--- src/design/bdpc_pkg.sv ---
// Shared types and constants for the button debounce and press classifier.
package bdpc_pkg;

  localparam int CNT_W       = 16;  // debounce and hold counter width
  localparam int PIN_W       = 9;   // raw pin field width
  localparam int ACT_W       = 2;   // action code width per button
  localparam int MAX_VISIBLE = 9;   // buttons that reach the result fields
  localparam int CFG_IDX_W   = 2;
  localparam int CFG_DATA_W  = 16;

  typedef enum logic [1:0] {
    OP_POLL  = 2'd0,
    OP_TICK  = 2'd1,
    OP_CLEAR = 2'd2
  } op_t;

  localparam logic [ACT_W-1:0] ACT_NONE      = 2'd0;
  localparam logic [ACT_W-1:0] ACT_SHORT     = 2'd1;
  localparam logic [ACT_W-1:0] ACT_LONG      = 2'd2;
  localparam logic [ACT_W-1:0] ACT_VERY_LONG = 2'd3;

  localparam logic [CFG_IDX_W-1:0] REG_DEBOUNCE   = 2'd0;
  localparam logic [CFG_IDX_W-1:0] REG_LONG       = 2'd1;
  localparam logic [CFG_IDX_W-1:0] REG_VERY_LONG  = 2'd2;
  localparam logic [CFG_IDX_W-1:0] REG_PRESS_LVL  = 2'd3;

  typedef struct packed {
    logic [CNT_W-1:0] debounce_ticks;
    logic [CNT_W-1:0] long_press_ticks;
    logic [CNT_W-1:0] very_long_press_ticks;
    logic             pressed_level;
  } cfg_t;

  // What one lane shows to the merge stage after an item.
  typedef struct packed {
    logic [ACT_W-1:0] action;
    logic             pressed;
  } lane_view_t;

  typedef struct packed {
    logic [MAX_VISIBLE-1:0]       debounced_pressed;
    logic [ACT_W*MAX_VISIBLE-1:0] action_codes;
  } result_t;

endpackage

--- src/design/button_debounce_press_classifier.sv ---
// Top level of the button debouncer and press classifier.
//
// Input stream (s_*): one beat per operation. s_tuser[1:0] carries the
// operation (0 poll, 1 tick, 2 clear, 3 no-op), s_tdata[8:0] the raw pin
// levels, bit i for button i, sampled on polls only.
// Output stream (m_*): exactly one beat per input beat, in order, holding
// every button's latched action (2 bits each) and debounced pressed bits.
// Configuration: cfg_we/cfg_index/cfg_data write debounce time, long and
// very long thresholds and the pressed pin level; write only while idle.
//
// The result beat is registered in the output queue and shown once the
// results before it are taken. Throughput: one beat per cycle while s_tready
// is high. Every button has its own lane, all lanes update in the accepting
// cycle, and the merge stage packs their new state into a two-entry output
// queue. s_tready falls whenever both queue entries are full, so one finished
// result may wait while the next beat is taken.
// Reset (rst, synchronous): all buttons return to the starting phase,
// counters and actions clear, registers take their defaults, queue empties.
module button_debounce_press_classifier #(
  parameter int NUM_BUTTONS = 9
) (
  input  logic        clk,
  input  logic        rst,
  input  logic        s_tvalid,
  output logic        s_tready,
  input  logic [15:0] s_tdata,   // [8:0] pin_levels, zero filled above
  input  logic [1:0]  s_tuser,   // [1:0] operation
  output logic        m_tvalid,
  input  logic        m_tready,
  output logic [31:0] m_tdata,   // [17:0] action_codes, [26:18] debounced_pressed
  input  logic        cfg_we,
  input  logic [bdpc_pkg::CFG_IDX_W-1:0]  cfg_index,
  input  logic [bdpc_pkg::CFG_DATA_W-1:0] cfg_data
);

  // buttons past the result fields cannot be seen, so they get no lane
  localparam int LANES = (NUM_BUTTONS < bdpc_pkg::MAX_VISIBLE) ?
                         NUM_BUTTONS : bdpc_pkg::MAX_VISIBLE;

  bdpc_pkg::cfg_t        cfg;
  bdpc_pkg::lane_view_t  views [LANES];
  bdpc_pkg::result_t     head;
  logic                  accept;
  logic                  room;

  assign s_tready = room;
  assign accept   = s_tvalid && room;

  // config registers
  always_ff @(posedge clk) begin
    if (rst) begin
      cfg.debounce_ticks        <= 16'd20;
      cfg.long_press_ticks      <= 16'd1000;
      cfg.very_long_press_ticks <= 16'd3000;
      cfg.pressed_level         <= 1'b0;
    end else if (cfg_we) begin
      unique case (cfg_index)
        bdpc_pkg::REG_DEBOUNCE:  cfg.debounce_ticks        <= cfg_data;
        bdpc_pkg::REG_LONG:      cfg.long_press_ticks      <= cfg_data;
        bdpc_pkg::REG_VERY_LONG: cfg.very_long_press_ticks <= cfg_data;
        bdpc_pkg::REG_PRESS_LVL: cfg.pressed_level         <= cfg_data[0];
      endcase
    end
  end

  // one lane per visible button
  for (genvar i = 0; i < LANES; i++) begin : g_lane
    bdpc_lane u_lane (
      .clk       (clk),
      .rst       (rst),
      .accept    (accept),
      .op        (s_tuser),
      .pin       (s_tdata[i]),
      .cfg       (cfg),
      .view_next (views[i])
    );
  end

  bdpc_merge #(
    .LANES (LANES)
  ) u_merge (
    .clk      (clk),
    .rst      (rst),
    .push     (accept),
    .views    (views),
    .room     (room),
    .m_tvalid (m_tvalid),
    .m_tready (m_tready),
    .head     (head)
  );

  assign m_tdata = {5'd0, head.debounced_pressed, head.action_codes};

endmodule

--- src/design/bdpc_lane.sv ---
// One button lane: debounce machine, release detector, hold counter, latched action.
module bdpc_lane (
  input  logic                   clk,
  input  logic                   rst,
  input  logic                   accept,
  input  logic [1:0]             op,
  input  logic                   pin,
  input  bdpc_pkg::cfg_t         cfg,
  output bdpc_pkg::lane_view_t   view_next
);

  typedef enum logic [1:0] {
    PH_START    = 2'd0,
    PH_RELEASED = 2'd1,
    PH_WAIT     = 2'd2,
    PH_PRESSED  = 2'd3
  } phase_t;

  phase_t                           phase, phase_next;
  logic [bdpc_pkg::CNT_W-1:0]       settle, settle_next;
  logic [bdpc_pkg::CNT_W-1:0]       hold, hold_next;
  logic                             awaiting, awaiting_next;
  logic [bdpc_pkg::ACT_W-1:0]       latched, latched_next;
  logic                             down;

  assign down = (pin == cfg.pressed_level);

  always_comb begin
    phase_next    = phase;
    settle_next   = settle;
    hold_next     = hold;
    awaiting_next = awaiting;
    latched_next  = latched;
    if (accept) begin
      unique case (op)
        bdpc_pkg::OP_POLL: begin
          unique case (phase)
            PH_START: begin
              if (!down) phase_next = PH_RELEASED;
            end
            PH_RELEASED: begin
              if (down) begin
                phase_next  = PH_WAIT;
                settle_next = '0;
              end
            end
            PH_WAIT: begin
              if (settle >= cfg.debounce_ticks) phase_next = down ? PH_PRESSED : PH_RELEASED;
            end
            PH_PRESSED: begin
              if (!down) begin
                phase_next  = PH_WAIT;
                settle_next = '0;
              end
            end
          endcase
          // release detector sees the updated phase
          if (latched == bdpc_pkg::ACT_NONE) begin
            if (!awaiting) begin
              if (phase_next == PH_PRESSED) awaiting_next = 1'b1;
            end else if (phase_next == PH_RELEASED) begin
              awaiting_next = 1'b0;
              priority if (hold >= cfg.very_long_press_ticks) latched_next = bdpc_pkg::ACT_VERY_LONG;
              else if (hold >= cfg.long_press_ticks) latched_next = bdpc_pkg::ACT_LONG;
              else latched_next = bdpc_pkg::ACT_SHORT;
            end
          end
        end
        bdpc_pkg::OP_TICK: begin
          if (settle < cfg.debounce_ticks) settle_next = settle + 1'b1;
          if (awaiting) begin
            if (hold != '1) hold_next = hold + 1'b1;
          end else begin
            hold_next = '0;
          end
        end
        bdpc_pkg::OP_CLEAR: begin
          latched_next = bdpc_pkg::ACT_NONE;
        end
        default: ;
      endcase
    end
  end

  always_ff @(posedge clk) begin
    if (rst) begin
      phase    <= PH_START;
      settle   <= '0;
      hold     <= '0;
      awaiting <= 1'b0;
      latched  <= bdpc_pkg::ACT_NONE;
    end else begin
      phase    <= phase_next;
      settle   <= settle_next;
      hold     <= hold_next;
      awaiting <= awaiting_next;
      latched  <= latched_next;
    end
  end

  assign view_next.action  = latched_next;
  assign view_next.pressed = (phase_next == PH_PRESSED);

  // a latched action survives everything but a clear
  a_latch_holds: assert property (@(posedge clk) disable iff (rst)
    (!(accept && op == bdpc_pkg::OP_CLEAR) && latched != bdpc_pkg::ACT_NONE)
      |=> latched == $past(latched))
    else $error("latched action changed without clear");

  // pressed is only reached after the debounce wait
  a_press_via_wait: assert property (@(posedge clk) disable iff (rst)
    (phase != PH_PRESSED && phase_next == PH_PRESSED) |-> phase == PH_WAIT)
    else $error("pressed phase entered without debounce wait");

  // a tick outside a press zeroes the hold counter
  a_hold_zeroed: assert property (@(posedge clk) disable iff (rst)
    (accept && op == bdpc_pkg::OP_TICK && !awaiting) |=> hold == '0)
    else $error("hold counter not zeroed on tick while idle");

endmodule

--- src/design/bdpc_merge.sv ---
// Merge stage: packs lane views into a result and holds it in a two-entry output queue.
module bdpc_merge #(
  parameter int LANES = 9
) (
  input  logic                  clk,
  input  logic                  rst,
  input  logic                  push,
  input  bdpc_pkg::lane_view_t  views [LANES],
  output logic                  room,
  output logic                  m_tvalid,
  input  logic                  m_tready,
  output bdpc_pkg::result_t     head
);

  bdpc_pkg::result_t packed_res;
  bdpc_pkg::result_t slot1;
  logic [1:0]        cnt;
  logic              pop;

  always_comb begin
    packed_res = '0;
    for (int i = 0; i < LANES; i++) begin
      packed_res.action_codes[bdpc_pkg::ACT_W*i +: bdpc_pkg::ACT_W] = views[i].action;
      packed_res.debounced_pressed[i] = views[i].pressed;
    end
  end

  assign room     = (cnt != 2'd2);
  assign m_tvalid = (cnt != 2'd0);
  assign pop      = m_tvalid && m_tready;

  always_ff @(posedge clk) begin
    if (rst) begin
      cnt <= 2'd0;
    end else begin
      cnt <= cnt + {1'b0, push} - {1'b0, pop};
    end
  end

  always_ff @(posedge clk) begin
    if (pop) begin
      if (cnt == 2'd2) head <= slot1;
      else if (push) head <= packed_res;
      if (push && cnt == 2'd2) slot1 <= packed_res;
    end else if (push) begin
      if (cnt == 2'd0) head <= packed_res;
      else slot1 <= packed_res;
    end
  end

  a_no_overflow: assert property (@(posedge clk) disable iff (rst)
    push |-> cnt != 2'd2)
    else $error("result pushed into full queue");

  a_fill_shows: assert property (@(posedge clk) disable iff (rst)
    (cnt == 2'd0 && push) |=> m_tvalid)
    else $error("result not presented after push into empty queue");

  a_drain_empties: assert property (@(posedge clk) disable iff (rst)
    (cnt == 2'd1 && pop && !push) |=> !m_tvalid)
    else $error("queue still valid after last beat taken");

endmodule

--- config.mk ---
export PLATFORM = sky130hd
export DESIGN_NAME = button_debounce_press_classifier
export DESIGN_NICKNAME = d
export VERILOG_FILES = /design/src/design/bdpc_pkg.sv /design/src/design/button_debounce_press_classifier.sv /design/src/design/bdpc_lane.sv /design/src/design/bdpc_merge.sv
export SDC_FILE = /design/constraint.sdc
export NUM_CORES = 1
export LEC_CHECK = 0
export BUFFER_PORTS_ARGS = -buffer_cell sky130_fd_sc_hd__buf_2
export CORE_ASPECT_RATIO = 1.5
export CORE_MARGIN = 2
export CORE_UTILIZATION = 30
export DETAILED_ROUTE_END_ITERATION = 10
export PLACE_DENSITY = 0.52
export RECOVER_POWER = 50
export SLEW_MARGIN = 10
export SYNTH_ARGS = -nofsm -noshare
export SYNTH_HDL_FRONTEND = slang
export SYNTH_SLANG_ARGS = --single-unit
--- constraint.sdc ---
create_clock -name clk -period 4 [get_ports clk]
set_input_delay 0.8 -clock clk [delete_from_list [all_inputs] [get_ports clk]]
set_output_delay 0.8 -clock clk [all_outputs]
set_load 0.05 [all_outputs]
### Yosys cells after proc, flatten, opt, wreduce, memory -nomap -nowiden

Cells that the tools add are included.

| word-level totals | value |
|---|---|
| register bits after elaboration | 438 |
| latch bits | 0 |
| memory bits (writable) | 0 |
| memory bits (read-only) | 0 |
| bits of input ports | 41 |
| output and inout port bits | 34 |
| memories kept | 0 |

| operators by class | value |
|---|---|
| add/subtract/negate cells | 20 |
| multiply operators | 0 |
| div/mod/pow operators | 0 |
| order comparisons | 36 |
| eq/ne operators | 126 |
| shift operators | 0 |
| muxes and demuxes | 252 |
| bitwise gates (word level) | 0 |
| reductions and logical operators | 62 |

Operators by type and width:

| operator | count |
|---|---|
| $mux W16 | 45 |
| $pmux W16 S2 | 18 |
| $ge A16 B16 Y1 | 27 |
| $add A16 B1 Y16 const B | 18 |
| $mux W2 | 135 |
| $mux W27 | 9 |
| $lt A16 B16 Y1 | 9 |
| $ne A16 B16 Y1 const B | 9 |
| $eq A2 B2 Y1 const B | 40 |
| $pmux W2 S4 | 9 |
| $reduce_and A3 Y1 | 20 |
| $reduce_and A6 Y1 | 9 |
| $logic_not A2 Y1 | 21 |
| $eq A2 B1 Y1 const B | 20 |
| $pmux W2 S2 | 9 |
| $ne A3 B3 Y1 const B | 10 |
| $mux W1 | 27 |
| $ne A3 B2 Y1 const B | 9 |
| $ne A3 B1 Y1 const B | 8 |
| $ne A2 B2 Y1 const B | 11 |
| $ne A2 B1 Y1 const B | 10 |
| $reduce_bool A2 Y1 | 5 |
| $eq A1 B1 Y1 | 9 |
| $reduce_and A2 Y1 | 4 |
| other kinds (3) | 5 |

### Longest topological paths before layout

| logic depth | value |
|---|---|
| depth in word-level cells | 15 |
| gate-level depth with buffers | 11 |

### Hierarchy

A second synthesis with hierarchy kept.

| second synthesis, totals | value |
|---|---|
| cells, all modules | 3,923 |
| area, all modules | 32,472.4 sq um |

By module, submodules not included:

| module | instances | cells each | area each (sq um) |
|---|---|---|---|
| bdpc_lane (g_lane[1].u_lane ...) | 8 | 400 | 3,116.7 |
| bdpc_lane (g_lane[0].u_lane) | 1 | 422 | 3,306.9 |
| bdpc_merge | 1 | 102 | 2,169.6 |
| button_debounce_press_classifier | 1 | 199 | 2,062.0 |

### Worst setup path after synthesis

Ideal clock, no wire load.

| timing | value |
|---|---|
| kind | input port to flip-flop |
| start point | input m_tready |
| end point | register u_merge.slot1[0] (netlist name), enable pin |
| arrival time | 2.821 ns |
| required time | 3.549 ns |
| setup slack | 0.728 ns |
| stages | 1 |
| buffers on the path | 0 |
| cell sequence | nor3b_1 |

| between the ends | value |
|---|---|
| word-level cells in the longest chain between the ends | 3 |
| elaborated cells between the ends (all ways) | 5 |
| those cells by class | eq/ne: 2; reduce/logical: 3 |

Ends and longest elaborated chain:

| what | RTL line | RTL |
|---|---|---|
| from (decl) | button_debounce_press_classifier.sv:29 | `input logic m_tready,` |
| $logic_and A1 B1 Y1 * | bdpc_merge.sv:30 | `assign pop = m_tvalid && m_tready;` |
| $ne A2 B2 Y1 (no line) (tied with other cells) | -- |  |
| $reduce_and A3 Y1 (no line) * | -- |  |
| to (signal assigned) | bdpc_merge.sv:44 | `if (push && cnt == 2'd2) slot1 <= packed_res;` |
| to (signal assigned) | bdpc_merge.sv:47 | `else slot1 <= packed_res;` |
| to (decl) | bdpc_merge.sv:16 | `bdpc_pkg::result_t slot1;` |

Mark *: on every way between the ends. The rest lies on a longest branch, timed or not.
A chain may end at the register's enable or synchronous reset.

### Final worst setup path

| timing | value |
|---|---|
| start point | register u_merge.cnt[1] |
| end point | register, netlist name u_merge.head[4] |

| between the ends | value |
|---|---|
| word-level cells in the longest chain between the ends | 4 |
| elaborated cells between the ends (all ways) | 10 |
| those cells by class | eq/ne: 2; reduce/logical: 8 |

Ends and longest elaborated chain:

| what | RTL line | RTL |
|---|---|---|
| from (decl) | bdpc_merge.sv:17 | `logic [1:0] cnt;` |
| from (signal assigned) | bdpc_merge.sv:36 | `cnt <= cnt + {1'b0, push} - {1'b0, pop};` |
| $ne A2 B2 Y1 / $reduce_bool A2 Y1 (equally long branches) | bdpc_merge.sv:28, bdpc_merge.sv:29 |  |
| $logic_and A1 B1 Y1, on equally long branches | button_debounce_press_classifier.sv:47, bdpc_merge.sv:30 |  |
| $reduce_bool A2 Y1 (no line) | -- |  |
| $reduce_and A3 Y1 (no line) * | -- |  |

Marked as above.

==> flow_summary_export.csv <==
group,metric,value,unit
synth,yosysWarnings,0,
setup_path,cp_max_fo,14,
final_layout,area_delta_synth_final,13.0,%
grt,grt_pass1_vias,23896,
synth,synth_area_per_cell,8.50,um^2
synth,synth-edff-count,54,
synth,synth_area_leader_cell,"dfxtp_1",
routing,detail-route-antenna-nets,0,
power,ir_drop,0.000346,V
routing,wirelength,89.6,mm
sta,setup_violations,0,
setup_path,critPathKind,"reg -> reg",
cts,cts_tree,"done",
min_path,hold_depth,3,
final_layout,num-fill-cells,10228,
grt,grt_usage,18.2,%
synth,synth_flop_cell,"dfxtp_1",
setup_path,rrSetupSlack,500,ps
sta,tightest_slew,2620,ps
min_path,min_path_type,"in -> reg",
synth,synth_seq_cells,438,
routing,drc,0,
cts,clock-sinks,438,
synth,synth.top_cells.by_count,"ha_1 (452), dfxtp_1 (384), nand2_1 (359), nor2_1 (359), a21oi_1 (268)",
setup_path,r2r_cells,3,
grt,antenna_found_initial,3,
placed_design,dpl.hpwl,66.4,mm
placed_design,place_congestion,0.855,
cts,cts_hold_buf,0,
grt,grt_overflow,0,
routing,vias,24469,
power,power_density,341,nW/um^2
routing,via_per_inst,5.11,
sta,hold_viol,0,
setup_path,crit_slowest_cell,"o21ai_0",
synth,netlist_area,28700,um^2
grt,grt_pass1_wl,139,mm
synth,yosys.cell_types.count,84,
min_path,min_from,"cfg_data[2]",
final_layout,drive_above_1_share,6.83,%
cts,cts_root_buf,"clkbuf_16",
sta,timing.fmax,0.286,GHz
power,leakage,12.9,nW
sta,period_share,87.6,%
setup_path,r2r_end,"u_merge.head[4]$_DFFE_PP_",
sta,slew_headroom,-76.5,%
cts,clk_latency,630,ps
cts,cts_buffers,49,
setup_path,cpPeakStageDelay,1950,ps
cts,post_cts_buffers,0,
cts,cts.repair.resized,0,
sta,rsz0062_at_grt,"no",
final_layout,post-route-util,34.0,%
sta,fin_worst_skew,26.5,ps
die,core_area,95300,um^2
routing,firstDrtPassIters,7,
setup_path,start_kind,"flop",
die,std_cell_rows,139,
die,ioPinCount,75,
cts,clock_path_buffers,3,
run_status,violations,"capacitance limit, slew limit",
sta,final.setup.tns,0,ps
sta,finalCriticalPeriod,3500,ps
setup_path,arrival,3750,ps
synth,synth_top_cell_area_share,26.8,%
grt,grt_max_degree,46,
cts,clk_pin_slew,60,ps
setup_path,reg2reg_from,"u_merge.cnt[1]$_SDFF_PP0_",
sta,slew_viol_final,61,
run_status,status,"finished, violations left",
die,dieWidth,257,um
cts,h-tree-depth,2,
die,die_area,98200,um^2
setup_path,crit_path_end_kind,"flop",
synth,post-synth-top-count-cell,"ha_1",
setup_path,crit_start,"u_merge.cnt[1]$_SDFF_PP0_",
final_layout,nets,3970,
routing,post_drt_wl_per_cell,18.7,um
synth,syn_inst,3376,
synth,async_reset_ff_share,0,%
run,drv_cap,2,
die,start_util,30.1,%
placed_design,portBuffers,62,
die,die_h,383,um
setup_path,crit_chain,"mux2i_1, o21ai_0, clkbuf_2",
routing,initialDrtViolationCount,1266,
synth,synth.area.top_cells,"dfxtp_1 (27%), ha_1 (20%), edfxtp_1 (5.6%)",
setup_path,critPathRequiredTime,4250,ps
min_path,holdPathEnd,"cfg[19]$_SDFFE_PP0P_",
synth,yosysSeqAreaShare,32.4,%
[registers in the layout, summed over array words and instances (netlist names), named ones only]
register / flops
u_merge.slot1: 27
g_lane.u_lane.hold: 144
g_lane.u_lane.phase: 18
u_merge.head: 27
u_merge.cnt: 2
g_lane.u_lane.settle: 144
g_lane.u_lane.latched: 18
cfg: 49
[report_power, final]
part           switching [W]  total (W)  internal (W)
sequential          0.000123    0.00476       0.00463
clock                0.00204    0.00484       0.00280
combinational        0.00110    0.00145      0.000352
[worst max-delay path: cells and delay by family (launching register included)]
| kind | cells | cell delay, ps |
|---|---|---|
| AOI/OAI and AO/OA | 1 | 1950 |
| buffers and inverters | 1 | 680 |
| DFF | 1 | 400 |
| muxes | 1 | 90 |
[cell type report]
type                    instances  area (um^2)  share of cell area (%)
repair buffers                147          861                    2.65
clock buffers                  65         1400                    4.33
diodes                          3         7.51                  0.0231
flip-flops and latches        438         9310                    28.7
multi-input cells            2716        18500                    57.1
well taps                    1269         1590                    4.90
clock inverters                24          274                   0.845
inverters                     125          469                    1.45
[cells by family after synthesis]
logic type	after synthesis	synth area share [%]
and+or+nand+nor	1295	21.6
AOI/OAI and AO/OA	711	15.1
adders and majority gates	452	19.7
DFF	438	32.4
xor gates and xnor gates	226	7.04
buffers and inverters	226	3.09
muxes	27	1.02
other	1	0.0131
[layout by cell type, fill, tap and decap left out, drive strengths merged, types with 6 or more instances in the layout]
cell type,count
nor4,31
nor3b,8
dfxtp,384
buf,103
clkinv,13
a211oi,45
and3,39
nand3,125
a31oi,20
nand4,107
a211o,6
nor2,359
a21oi,268
xor2,135
nand2b,27
o21ai,187
a21o,26
nor2b,32
o21bai,6
a2111oi,10
and4,22
mux2i,10
and2,25
a22o,13
o31ai,6
or3,59
or2,17
inv,128
nor3,67
edfxtp,54
mux2,17
xnor2,91
nand2,359
o21a,36
ha,452
o211ai,34
clkbuf,109
[worst max path at each step]
stage | slack [ps] | cells past startpoint | end
floorplan | 730 | 1 | u_merge.slot1[0]$_DFFE_PP_
global placement | 620 | 9 | g_lane[2].u_lane.settle[15]$_SDFFE_PP0P_
detailed placement | 570 | 10 | g_lane[0].u_lane.settle[13]$_SDFFE_PP0P_
CTS | 540 | 10 | g_lane[0].u_lane.settle[13]$_SDFFE_PP0P_
global route | 170 | 3 | u_merge.head[4]$_DFFE_PP_
finish | 500 | 3 | u_merge.head[4]$_DFFE_PP_
[through the flow]
stage               setup WS [ps]  hold slack [ps]  power (W)  std cells  instance area, um^2
floorplan                     728              436    0.00579       3380                28700
global placement              619              442    0.00636       4695                30900
detailed placement            566              446    0.00636       4695                30900
CTS                           536              402     0.0113       4784                32600
global route                  170              429     0.0115       4785                32400
finish                        498              437     0.0110       4787                32400
[routing by layer]
layer	routed length, um	global-route usage [%]	up-vias
li1	-	-	12390
met1	38100	21.2	11527
met2	44200	32.8	385
met3	3090	2.39	163
met4	4160	8.42	4
met5	33	0	-
Power figures use the tool's default switching activity.
